==> src/rtl/bqc_pkg.sv <==
// Shared types, symbol and character constants for the bracket, quote and comment checker.
// No dependencies; used by bqc_cell, bqc_ctrl and bracket_quote_comment_checker.
`timescale 1ns / 1ps

package bqc_pkg;

  // Default number of cells in the symbol stack.
  localparam int unsigned StackDepthDefault = 64;

  // Character codes that the checker looks at.
  localparam logic [7:0] CH_NL     = 8'h0A;
  localparam logic [7:0] CH_STAR   = 8'h2A;
  localparam logic [7:0] CH_SLASH  = 8'h2F;
  localparam logic [7:0] CH_SQUOTE = 8'h27;
  localparam logic [7:0] CH_DQUOTE = 8'h22;
  localparam logic [7:0] CH_LBRACE = 8'h7B;
  localparam logic [7:0] CH_RBRACE = 8'h7D;
  localparam logic [7:0] CH_LPAREN = 8'h28;
  localparam logic [7:0] CH_RPAREN = 8'h29;
  localparam logic [7:0] CH_LBRACK = 8'h5B;
  localparam logic [7:0] CH_RBRACK = 8'h5D;

  // Pending symbol held in one stack cell.
  typedef enum logic [2:0] {
    SYM_PAREN  = 3'd0,
    SYM_BRACK  = 3'd1,
    SYM_BRACE  = 3'd2,
    SYM_SQUOTE = 3'd3,
    SYM_DQUOTE = 3'd4,
    SYM_SLASH  = 3'd5,
    SYM_STAR   = 3'd6,
    SYM_NONE   = 3'd7
  } sym_e;

  // Error kind reported with each result.
  typedef enum logic [1:0] {
    KIND_NONE     = 2'd0,
    KIND_QUOTE    = 2'd1,
    KIND_CLOSE    = 2'd2,
    KIND_OVERFLOW = 2'd3
  } kind_e;

  // Movement of the whole cell chain in one cycle.
  typedef enum logic [2:0] {
    SH_HOLD = 3'd0,
    SH_PUSH = 3'd1,
    SH_POP1 = 3'd2,
    SH_POP2 = 3'd3,
    SH_POP3 = 3'd4
  } shift_e;

  // Symbol code pushed for a character.
  function automatic sym_e sym_of(input logic [7:0] c);
    sym_e s;
    case (c)
      CH_LPAREN: s = SYM_PAREN;
      CH_LBRACK: s = SYM_BRACK;
      CH_LBRACE: s = SYM_BRACE;
      CH_SQUOTE: s = SYM_SQUOTE;
      CH_DQUOTE: s = SYM_DQUOTE;
      CH_SLASH:  s = SYM_SLASH;
      CH_STAR:   s = SYM_STAR;
      default:   s = SYM_NONE;
    endcase
    return s;
  endfunction

endpackage

==> src/rtl/bqc_ctrl.sv <==
// Control step of the checker: comment flags, depth, line and error counters,
// chain shift command and the result register. Depends on bqc_pkg.
`timescale 1ns / 1ps

module bqc_ctrl #(
  parameter int unsigned STACK_DEPTH = bqc_pkg::StackDepthDefault
) (
  input  logic            clk_i,
  input  logic            rst_ni,
  input  logic            in_valid_i,
  output logic            in_ready_o,
  input  logic [7:0]      char_in_i,
  input  logic            end_of_text_i,
  input  bqc_pkg::sym_e   cell0_i,
  input  bqc_pkg::sym_e   cell1_i,
  input  bqc_pkg::sym_e   cell2_i,
  output bqc_pkg::shift_e op_o,
  output bqc_pkg::sym_e   push_sym_o,
  output logic            out_valid_o,
  input  logic            out_ready_i,
  output logic [1:0]      error_kind_o,
  output logic [31:0]     error_line_o,
  output logic [7:0]      offending_char_o,
  output logic [6:0]      unclosed_count_o,
  output logic [15:0]     error_total_o,
  output logic            done_res_o
);

  localparam int unsigned DW  = $clog2(STACK_DEPTH + 1);
  localparam int unsigned DW1 = DW + 1;
  localparam int unsigned SW  = ((DW > 16) ? DW : 16) + 1;

  // State registers.
  logic [DW-1:0] depth_q, depth_d;
  logic          lc_q, lc_d;
  logic          bc_q, bc_d;
  logic [31:0]   line_q, line_d;
  logic [15:0]   err_q, err_d;

  // Result register.
  logic          ovalid_q, ovalid_d;
  bqc_pkg::kind_e r_kind_q, r_kind_d;
  logic [31:0]   r_line_q, r_line_d;
  logic [7:0]    r_char_q, r_char_d;
  logic [6:0]    r_uncl_q, r_uncl_d;
  logic [15:0]   r_total_q, r_total_d;
  logic          r_done_q, r_done_d;

  logic accept;
  logic is_nl, is_star, is_slash, is_open, is_close, is_quote;
  logic nz, full, top_quote, closes_top;
  bqc_pkg::sym_e top;
  logic push, pop, push_ok, push_fail, pair, post_gt1;
  bqc_pkg::sym_e post0, post1;
  bqc_pkg::kind_e kind, kind_f;
  logic lc_n, bc_n;
  logic [31:0] line_n, eline;
  logic [15:0] err_n;
  logic [SW-1:0] total;
  logic [DW1-1:0] depth_sum;

  // The result register frees up whenever its request is taken.
  assign in_ready_o = !ovalid_q || out_ready_i;
  assign accept     = in_valid_i && in_ready_o;

  // Character classes and stack top.
  always_comb begin
    is_nl    = (char_in_i == bqc_pkg::CH_NL);
    is_star  = (char_in_i == bqc_pkg::CH_STAR);
    is_slash = (char_in_i == bqc_pkg::CH_SLASH);
    is_open  = (char_in_i == bqc_pkg::CH_LPAREN) || (char_in_i == bqc_pkg::CH_LBRACK) ||
               (char_in_i == bqc_pkg::CH_LBRACE);
    is_close = (char_in_i == bqc_pkg::CH_RPAREN) || (char_in_i == bqc_pkg::CH_RBRACK) ||
               (char_in_i == bqc_pkg::CH_RBRACE);
    is_quote = (char_in_i == bqc_pkg::CH_SQUOTE) || (char_in_i == bqc_pkg::CH_DQUOTE);
    nz       = (depth_q != '0);
    full     = (depth_q == DW'(STACK_DEPTH));
    top      = nz ? cell0_i : bqc_pkg::SYM_NONE;
    top_quote = (top == bqc_pkg::SYM_SQUOTE) || (top == bqc_pkg::SYM_DQUOTE);
    closes_top = ((top == bqc_pkg::SYM_PAREN) && (char_in_i == bqc_pkg::CH_RPAREN)) ||
                 ((top == bqc_pkg::SYM_BRACK) && (char_in_i == bqc_pkg::CH_RBRACK)) ||
                 ((top == bqc_pkg::SYM_BRACE) && (char_in_i == bqc_pkg::CH_RBRACE));
  end

  // Examine the character: decide push, pop, flag changes and early errors.
  always_comb begin
    push = 1'b0;
    pop  = 1'b0;
    kind = bqc_pkg::KIND_NONE;
    lc_n = lc_q;
    bc_n = bc_q;
    if (lc_q || bc_q) begin
      if (lc_q && is_nl) begin
        lc_n = 1'b0;
      end else if (bc_q) begin
        if (nz && (top == bqc_pkg::SYM_STAR)) begin
          if (is_slash) begin
            bc_n = 1'b0;
          end
          pop = 1'b1;
        end else if (is_star) begin
          push = 1'b1;
        end
      end
    end else if (nz) begin
      if (is_nl && top_quote) begin
        pop  = 1'b1;
        kind = bqc_pkg::KIND_QUOTE;
      end else if (top_quote) begin
        if (((top == bqc_pkg::SYM_SQUOTE) && (char_in_i == bqc_pkg::CH_SQUOTE)) ||
            ((top == bqc_pkg::SYM_DQUOTE) && (char_in_i == bqc_pkg::CH_DQUOTE))) begin
          pop = 1'b1;
        end
      end else if (is_open || is_quote) begin
        push = 1'b1;
      end else if (closes_top) begin
        pop = 1'b1;
      end else if (is_close) begin
        kind = bqc_pkg::KIND_CLOSE;
      end else if (top == bqc_pkg::SYM_SLASH) begin
        if (is_star) begin
          bc_n = 1'b1;
        end else if (is_slash) begin
          lc_n = 1'b1;
        end
        pop = 1'b1;
      end else if (is_slash) begin
        push = 1'b1;
      end
    end else begin
      if (is_close) begin
        kind = bqc_pkg::KIND_CLOSE;
      end else if (is_open || is_quote || is_slash) begin
        push = 1'b1;
      end
    end
  end

  // Comment opener test on the top two entries after the examine step.
  always_comb begin
    push_ok   = push && !full;
    push_fail = push && full;
    if (push_ok) begin
      post0    = bqc_pkg::sym_of(char_in_i);
      post1    = cell0_i;
      post_gt1 = nz;
    end else if (pop) begin
      post0    = cell1_i;
      post1    = cell2_i;
      post_gt1 = (depth_q >= DW'(3));
    end else begin
      post0    = cell0_i;
      post1    = cell1_i;
      post_gt1 = (depth_q >= DW'(2));
    end
    pair = (kind == bqc_pkg::KIND_NONE) && post_gt1 && (post1 == bqc_pkg::SYM_SLASH) &&
           ((post0 == bqc_pkg::SYM_SLASH) || (post0 == bqc_pkg::SYM_STAR));
  end

  // Chain command for this cycle.
  always_comb begin
    op_o = bqc_pkg::SH_HOLD;
    if (accept && !end_of_text_i) begin
      if (push_ok && pair) begin
        op_o = bqc_pkg::SH_POP1;
      end else if (push_ok) begin
        op_o = bqc_pkg::SH_PUSH;
      end else if (pop && pair) begin
        op_o = bqc_pkg::SH_POP3;
      end else if (pop) begin
        op_o = bqc_pkg::SH_POP1;
      end else if (pair) begin
        op_o = bqc_pkg::SH_POP2;
      end
    end
  end

  assign push_sym_o = bqc_pkg::sym_of(char_in_i);

  // Counters, final error kind and end-of-text totals.
  always_comb begin
    line_n = (is_nl && (line_q != 32'hFFFF_FFFF)) ? line_q + 32'd1 : line_q;
    kind_f = kind;
    if ((kind == bqc_pkg::KIND_NONE) && push_fail) begin
      kind_f = bqc_pkg::KIND_OVERFLOW;
    end
    case (kind_f)
      bqc_pkg::KIND_QUOTE:    eline = (line_n != 32'd0) ? line_n - 32'd1 : 32'd0;
      bqc_pkg::KIND_CLOSE:    eline = line_n;
      bqc_pkg::KIND_OVERFLOW: eline = line_n;
      default:                eline = 32'd0;
    endcase
    err_n = ((kind_f != bqc_pkg::KIND_NONE) && (err_q != 16'hFFFF)) ? err_q + 16'd1 : err_q;
    depth_sum = DW1'(depth_q) + DW1'(push_ok) - DW1'(pop) - (pair ? DW1'(2) : DW1'(0));
    total = SW'(err_q) + SW'(depth_q);
  end

  // Next state and result on an accepted request.
  always_comb begin
    depth_d   = depth_q;
    lc_d      = lc_q;
    bc_d      = bc_q;
    line_d    = line_q;
    err_d     = err_q;
    ovalid_d  = ovalid_q && !out_ready_i;
    r_kind_d  = r_kind_q;
    r_line_d  = r_line_q;
    r_char_d  = r_char_q;
    r_uncl_d  = r_uncl_q;
    r_total_d = r_total_q;
    r_done_d  = r_done_q;
    if (accept) begin
      ovalid_d = 1'b1;
      if (end_of_text_i) begin
        depth_d   = '0;
        lc_d      = 1'b0;
        bc_d      = 1'b0;
        line_d    = 32'd1;
        err_d     = 16'd0;
        r_kind_d  = bqc_pkg::KIND_NONE;
        r_line_d  = 32'd0;
        r_char_d  = 8'd0;
        r_uncl_d  = 7'(depth_q);
        r_total_d = (total > SW'(16'hFFFF)) ? 16'hFFFF : total[15:0];
        r_done_d  = 1'b1;
      end else begin
        depth_d   = DW'(depth_sum);
        // A comment opener left on top of the stack sets its flag.
        lc_d      = lc_n || (pair && (post0 == bqc_pkg::SYM_SLASH));
        bc_d      = bc_n || (pair && (post0 == bqc_pkg::SYM_STAR));
        line_d    = line_n;
        err_d     = err_n;
        r_kind_d  = kind_f;
        r_line_d  = eline;
        r_char_d  = (kind_f != bqc_pkg::KIND_NONE) ? char_in_i : 8'd0;
        r_uncl_d  = 7'd0;
        r_total_d = err_n;
        r_done_d  = 1'b0;
      end
    end
  end

  // Control state registers.
  always_ff @(posedge clk_i or negedge rst_ni) begin
    if (!rst_ni) begin
      depth_q  <= '0;
      lc_q     <= 1'b0;
      bc_q     <= 1'b0;
      line_q   <= 32'd1;
      err_q    <= 16'd0;
      ovalid_q <= 1'b0;
    end else begin
      depth_q  <= depth_d;
      lc_q     <= lc_d;
      bc_q     <= bc_d;
      line_q   <= line_d;
      err_q    <= err_d;
      ovalid_q <= ovalid_d;
    end
  end

  // Result payload registers.
  always_ff @(posedge clk_i) begin
    r_kind_q  <= r_kind_d;
    r_line_q  <= r_line_d;
    r_char_q  <= r_char_d;
    r_uncl_q  <= r_uncl_d;
    r_total_q <= r_total_d;
    r_done_q  <= r_done_d;
  end

  assign out_valid_o      = ovalid_q;
  assign error_kind_o     = r_kind_q;
  assign error_line_o     = r_line_q;
  assign offending_char_o = r_char_q;
  assign unclosed_count_o = r_uncl_q;
  assign error_total_o    = r_total_q;
  assign done_res_o       = r_done_q;

endmodule

==> config.mk <==
export PLATFORM = sky130hd
export DESIGN_NAME = bqc_ctrl
export DESIGN_NICKNAME = d
export VERILOG_FILES = /design/src/rtl/bqc_pkg.sv /design/src/rtl/bqc_ctrl.sv
export SDC_FILE = /design/constraint.sdc
export NUM_CORES = 1
export LEC_CHECK = 0
export ABC_AREA = 1
export BUFFER_PORTS_ARGS = -buffer_cell sky130_fd_sc_hd__buf_2
export CAP_MARGIN = 20
export CORE_MARGIN = 8
export CORE_UTILIZATION = 31
export CTS_CLUSTER_SIZE = 25
export DETAILED_ROUTE_END_ITERATION = 6
export PLACE_DENSITY = 0.51
export SYNTH_ARGS = -nofsm -noshare
export SYNTH_HDL_FRONTEND = slang
export SYNTH_SLANG_ARGS = --single-unit
==> constraint.sdc <==
create_clock -name clk_i -period 4 [get_ports clk_i]
set_input_delay 0.4 -clock clk_i [delete_from_list [all_inputs] [get_ports clk_i]]
set_output_delay 0.4 -clock clk_i [all_outputs]
set_load 0.03 [all_outputs]
==> impl_results.rst <==
.. list-table::
   :header-rows: 1

   * - Metric
     - Value
   * - Die extent in y
     - 183.7 µm
   * - Worst slew slack as a fraction of its limit
     - 0.3735
   * - Fraction of post-synthesis cell area in the top cell type by area
     - 0.2274
   * - Total power divided by cell area
     - 411.2 nW/µm²
   * - Total nets after synthesis
     - 1172
   * - Number of inserted diodes
     - 0
   * - Worst-case hold slack
     - 0.1234 ns
   * - CP Data Required Time
     - 4.33 ns
   * - Maximum ir drop on the vdd rail
     - 0.0002504 V
   * - Peak fanout along the critical path
     - 6
   * - Crit share post-route
     - 0.9908
   * - Top Family by Delay on Critical Path
     - simple AND/OR/NAND/NOR gates
   * - Number of cells in the finished layout apart from fillers
     - 1708
   * - Final weighted congestion in routability-driven placement
     - 0.8513
   * - Avg Cell Area, Syn
     - 7.774 µm²
   * - Cell Area, Synth
     - 8715 µm²
   * - CP dominant cell by count
     - nor2_1
   * - Post-synthesis share of cell area spent on xor and xnor gates
     - 0.06734
   * - Number of DRC markers after the initial detailed-route iteration
     - 585
   * - I/O pin count
     - 96
   * - Slew at the pin with the worst max-slew slack
     - 0.9397 ns
   * - Data arrival at the endpoint of the critical path
     - 4.29 ns
   * - Main combinational cell family by area after synthesis
     - simple AND/OR/NAND/NOR gates
   * - Simple-gate area share of the yosys netlist
     - 0.2968
   * - Clk Tree Root Cell
     - clkbuf_16
   * - Number of pins exceeding their max-slew limit in the final report
     - 0
   * - Count of unresolved DRC violations after routing
     - 0
   * - Global-route usage over all layers
     - 0.1614
   * - Post-route cell area
     - 11080 µm²
   * - Crit path time final
     - 3.963 ns
   * - Placeable Area
     - 27710 µm²
   * - Initial standard-cell utilization of the core
     - 0.3145
   * - Share of synthesized flip-flops with an asynchronous set or reset
     - 0.4677
   * - EDFF count, synth
     - 66
   * - WL/cell
     - 15.75 µm
   * - Worst path bufs/invs
     - 4
   * - Clk_skew
     - 0.01795 ns
   * - Clock input transition at the sequential cells of the worst setup and hold paths
     - 0.07 ns
   * - Post-layout power
     - 4.556 mW
   * - Top-count cell post-synth
     - nand2_1
   * - Highest achievable clock rate
     - 0.2523 GHz
   * - Result of the run
     - finished clean
   * - Worst setup SP type
     - flop
   * - Die Wd
     - 183.7 µm
   * - Adder-cell area share of the yosys netlist
     - 0.04422
   * - TritonCTS Sinks
     - 124
   * - Standard cell with the maximum stage delay on the critical path
     - fa_1
   * - Top post-synthesis cells by area
     - edfxtp_1 (23%), dfrtp_1 (16%), nand2_1 (13%), inv_1 (5.5%), nor2_1 (5.3%)
   * - DRT antenna net count
     - 0
   * - Number of distinct library cell variants in the gate-level netlist after synthesis
     - 56
   * - Count of synthesis-stage warnings from yosys
     - 0
   * - Net count, final
     - 1368
   * - Net switching component of the power
     - 1.594 mW
   * - Number of buffers created by CTS
     - 17
   * - Pin count of the biggest net entering global routing
     - 64
   * - Yosys reg bits
     - 124
   * - Unrepaired setup endpoints after global routing
     - true
   * - Setup crit end kind
     - flop
   * - Aggregate routed wire length
     - 26.90 mm
   * - Site row count
     - 61
   * - Gate count after technology mapping
     - 1121
   * - Port Buf Inserts
     - 95
   * - Static leakage
     - 5.056 nW
   * - Final setup violation count
     - 0
   * - Mux cell area share after synthesis
     - 0
   * - Fraction of power spent switching nets
     - 0.3498
   * - Die Outline Area
     - 33730 µm²
   * - Number of antenna violations at the first check in global routing
     - 0
   * - Design internal power
     - 2.962 mW
   * - Hold Path Class
     - input pin to asynchronous set/reset pin
   * - Largest stage delay on the critical path
     - 0.55 ns
   * - Layout cell share with drive strength beyond 1
     - 0.2586
   * - Vias after detailed routing
     - 8280
   * - Total half-perimeter wirelength after legalization and detailed placement
     - 20.59 mm
   * - Pre-Repair DR Iteration Count
     - 5
   * - Avg Vias per Cell
     - 4.848
   * - WS Path Type
     - flop to flop
   * - Vias in the first global route
     - 8268
   * - Power share of the combinational group
     - 0.359
   * - Part of the total power dissipated in sequential elements
     - 0.324
   * - Predominant post-synthesis flop cell
     - edfxtp_1
   * - Count of hold buffers inserted by post-cts repair
     - 0
   * - CTS H-tree lvls
     - 4
   * - Placement Cell Area
     - 10290 µm²
   * - Clock share of power
     - 0.316
   * - Max-cap violations
     - 0
   * - Synth cell count leaders
     - nand2_1 (294), inv_1 (128), nor2_1 (124)
   * - Synthesis-to-finish area growth
     - 27.12%
   * - Portion of the post-synthesis area used by sequential elements
     - 0.3941
   * - Grt ovf
     - 0
   * - Synthesized-area fraction occupied by ao, oa, aoi and oai cells
     - 0.1218
   * - DP Cell Count
     - 1670
   * - Insertion delay to the later sink of the worst-skew pair
     - 0.43 ns
   * - Maximum clock path buffer count
     - 2
   * - Layout fillers
     - 2885
   * - Yosys top cell by area
     - edfxtp_1
   * - Wire length of the first global-routing pass
     - 43.52 mm
   * - CTS tree
     - built
   * - Number of hold violations in the final report
     - 0
[cells by family after synthesis]
kind of cell             Yosys count
AO/OA/AOI/OAI                    162
XOR/XNOR                          61
adder cells (fa/ha/maj)           29
buffers and inverters            161
flip-flops                       124
other                              1
AND/OR/NAND/NOR                  583
[layer usage]
layer | vias up | track usage | share of wire
li1 | 4109 | - | -
met1 | 3932 | 0.2129 | 0.47
met2 | 214 | 0.2677 | 0.47
met3 | 25 | 0.02451 | 0.042
met4 | 0 | 0.05140 | 0.018
met5 | - | 0 | 0
[metrics by stage]
stage               setup WS, ns  TNS [ns]    util
floorplan               0.007737         0       -
global placement         -0.1945   -0.2765  0.3714
detailed placement       -0.2518   -0.3784  0.3714
CTS                     0.002740         0  0.3921
global route             -0.1977   -0.2726  0.3999
finish                   0.03681         0  0.3999
[sequential cells by signal, summed over array words and instances, names as in the netlist]
name / cells
line_q: 32
out_valid_o: 1
error_total_o: 16
error_line_o: 32
offending_char_o: 8
err_q: 16
lc_q: 1
unclosed_count_o: 7
depth_q: 7
error_kind_o: 2
done_res_o: 1
bc_q: 1
[repair_timing]
action / in CTS / in global routing
pin swaps: 5 / 32
resized for setup: 12 / 47
endpoints found under the setup margin: 5 / 8
hold endpoints to repair: 0 / 0
setup buffers: 0 / 7
[power by group through the flow]
stage | combinational, mW | sequential (mW) | clock [mW]
finish | 1.64 | 1.48 | 1.44
global route | 1.80 | 1.49 | 1.53
CTS | 1.38 | 1.47 | 1.48
detailed placement | 1.32 | 1.50 | 0
global placement | 1.32 | 1.50 | 0
floorplan | 0.688 | 1.60 | 0
[worst paths after layout]
| path | slack (ns) | to | cells after the start | from |
|---|---|---|---|---|
| worst max-delay path | 0.04 | depth_q[6]$_DFFE_PN0P_ | 29 | depth_q[3]$_DFFE_PN0P_ |
| min in group clk_i | 0.20 | out_valid_o$_DFF_PN0_ | 3 | in_valid_i |
| worst max register to register | 0.04 | depth_q[6]$_DFFE_PN0P_ | 29 | depth_q[3]$_DFFE_PN0P_ |
| max in group asynchronous | 2.96 | line_q[0]$_DFFE_PN1P_ | 2 | rst_ni |
| worst min register to register | 0.54 | line_q[30]$_DFFE_PN0P_ | 2 | line_q[30]$_DFFE_PN0P_ |
| worst min-delay path | 0.12 | out_valid_o$_DFF_PN0_ | 1 | rst_ni |
[final cells by class]
cell class	count	area, µm²	share of cell area
tap	378	473.0	0.04269
clock buffer	20	446.7	0.04032
multi-input combinational	836	4830	0.4360
clock inverter	12	91.34	0.008245
inverter	137	516.7	0.04665
sequential	124	3435	0.3100
timing repair buffer	201	1286	0.1161
[layout by cell type (no fill, tap or decap), drive strengths merged, types with 2 or more instances in the layout]
cell	n
a21oi	26
nand3	63
ha	26
nor3b	2
xor2	50
fa	3
nand3b	13
nand4	18
o211ai	8
xnor2	11
clkbuf	20
clkinvlp	5
o21ai	62
and2	3
dfrtp	57
nor4	4
edfxtp	66
or2	7
nor3	33
buf	201
clkinv	6
nor2	140
o31ai	4
inv	138
nand2	299
o22ai	52
Note: power is estimated with default switching activity, not from simulation.
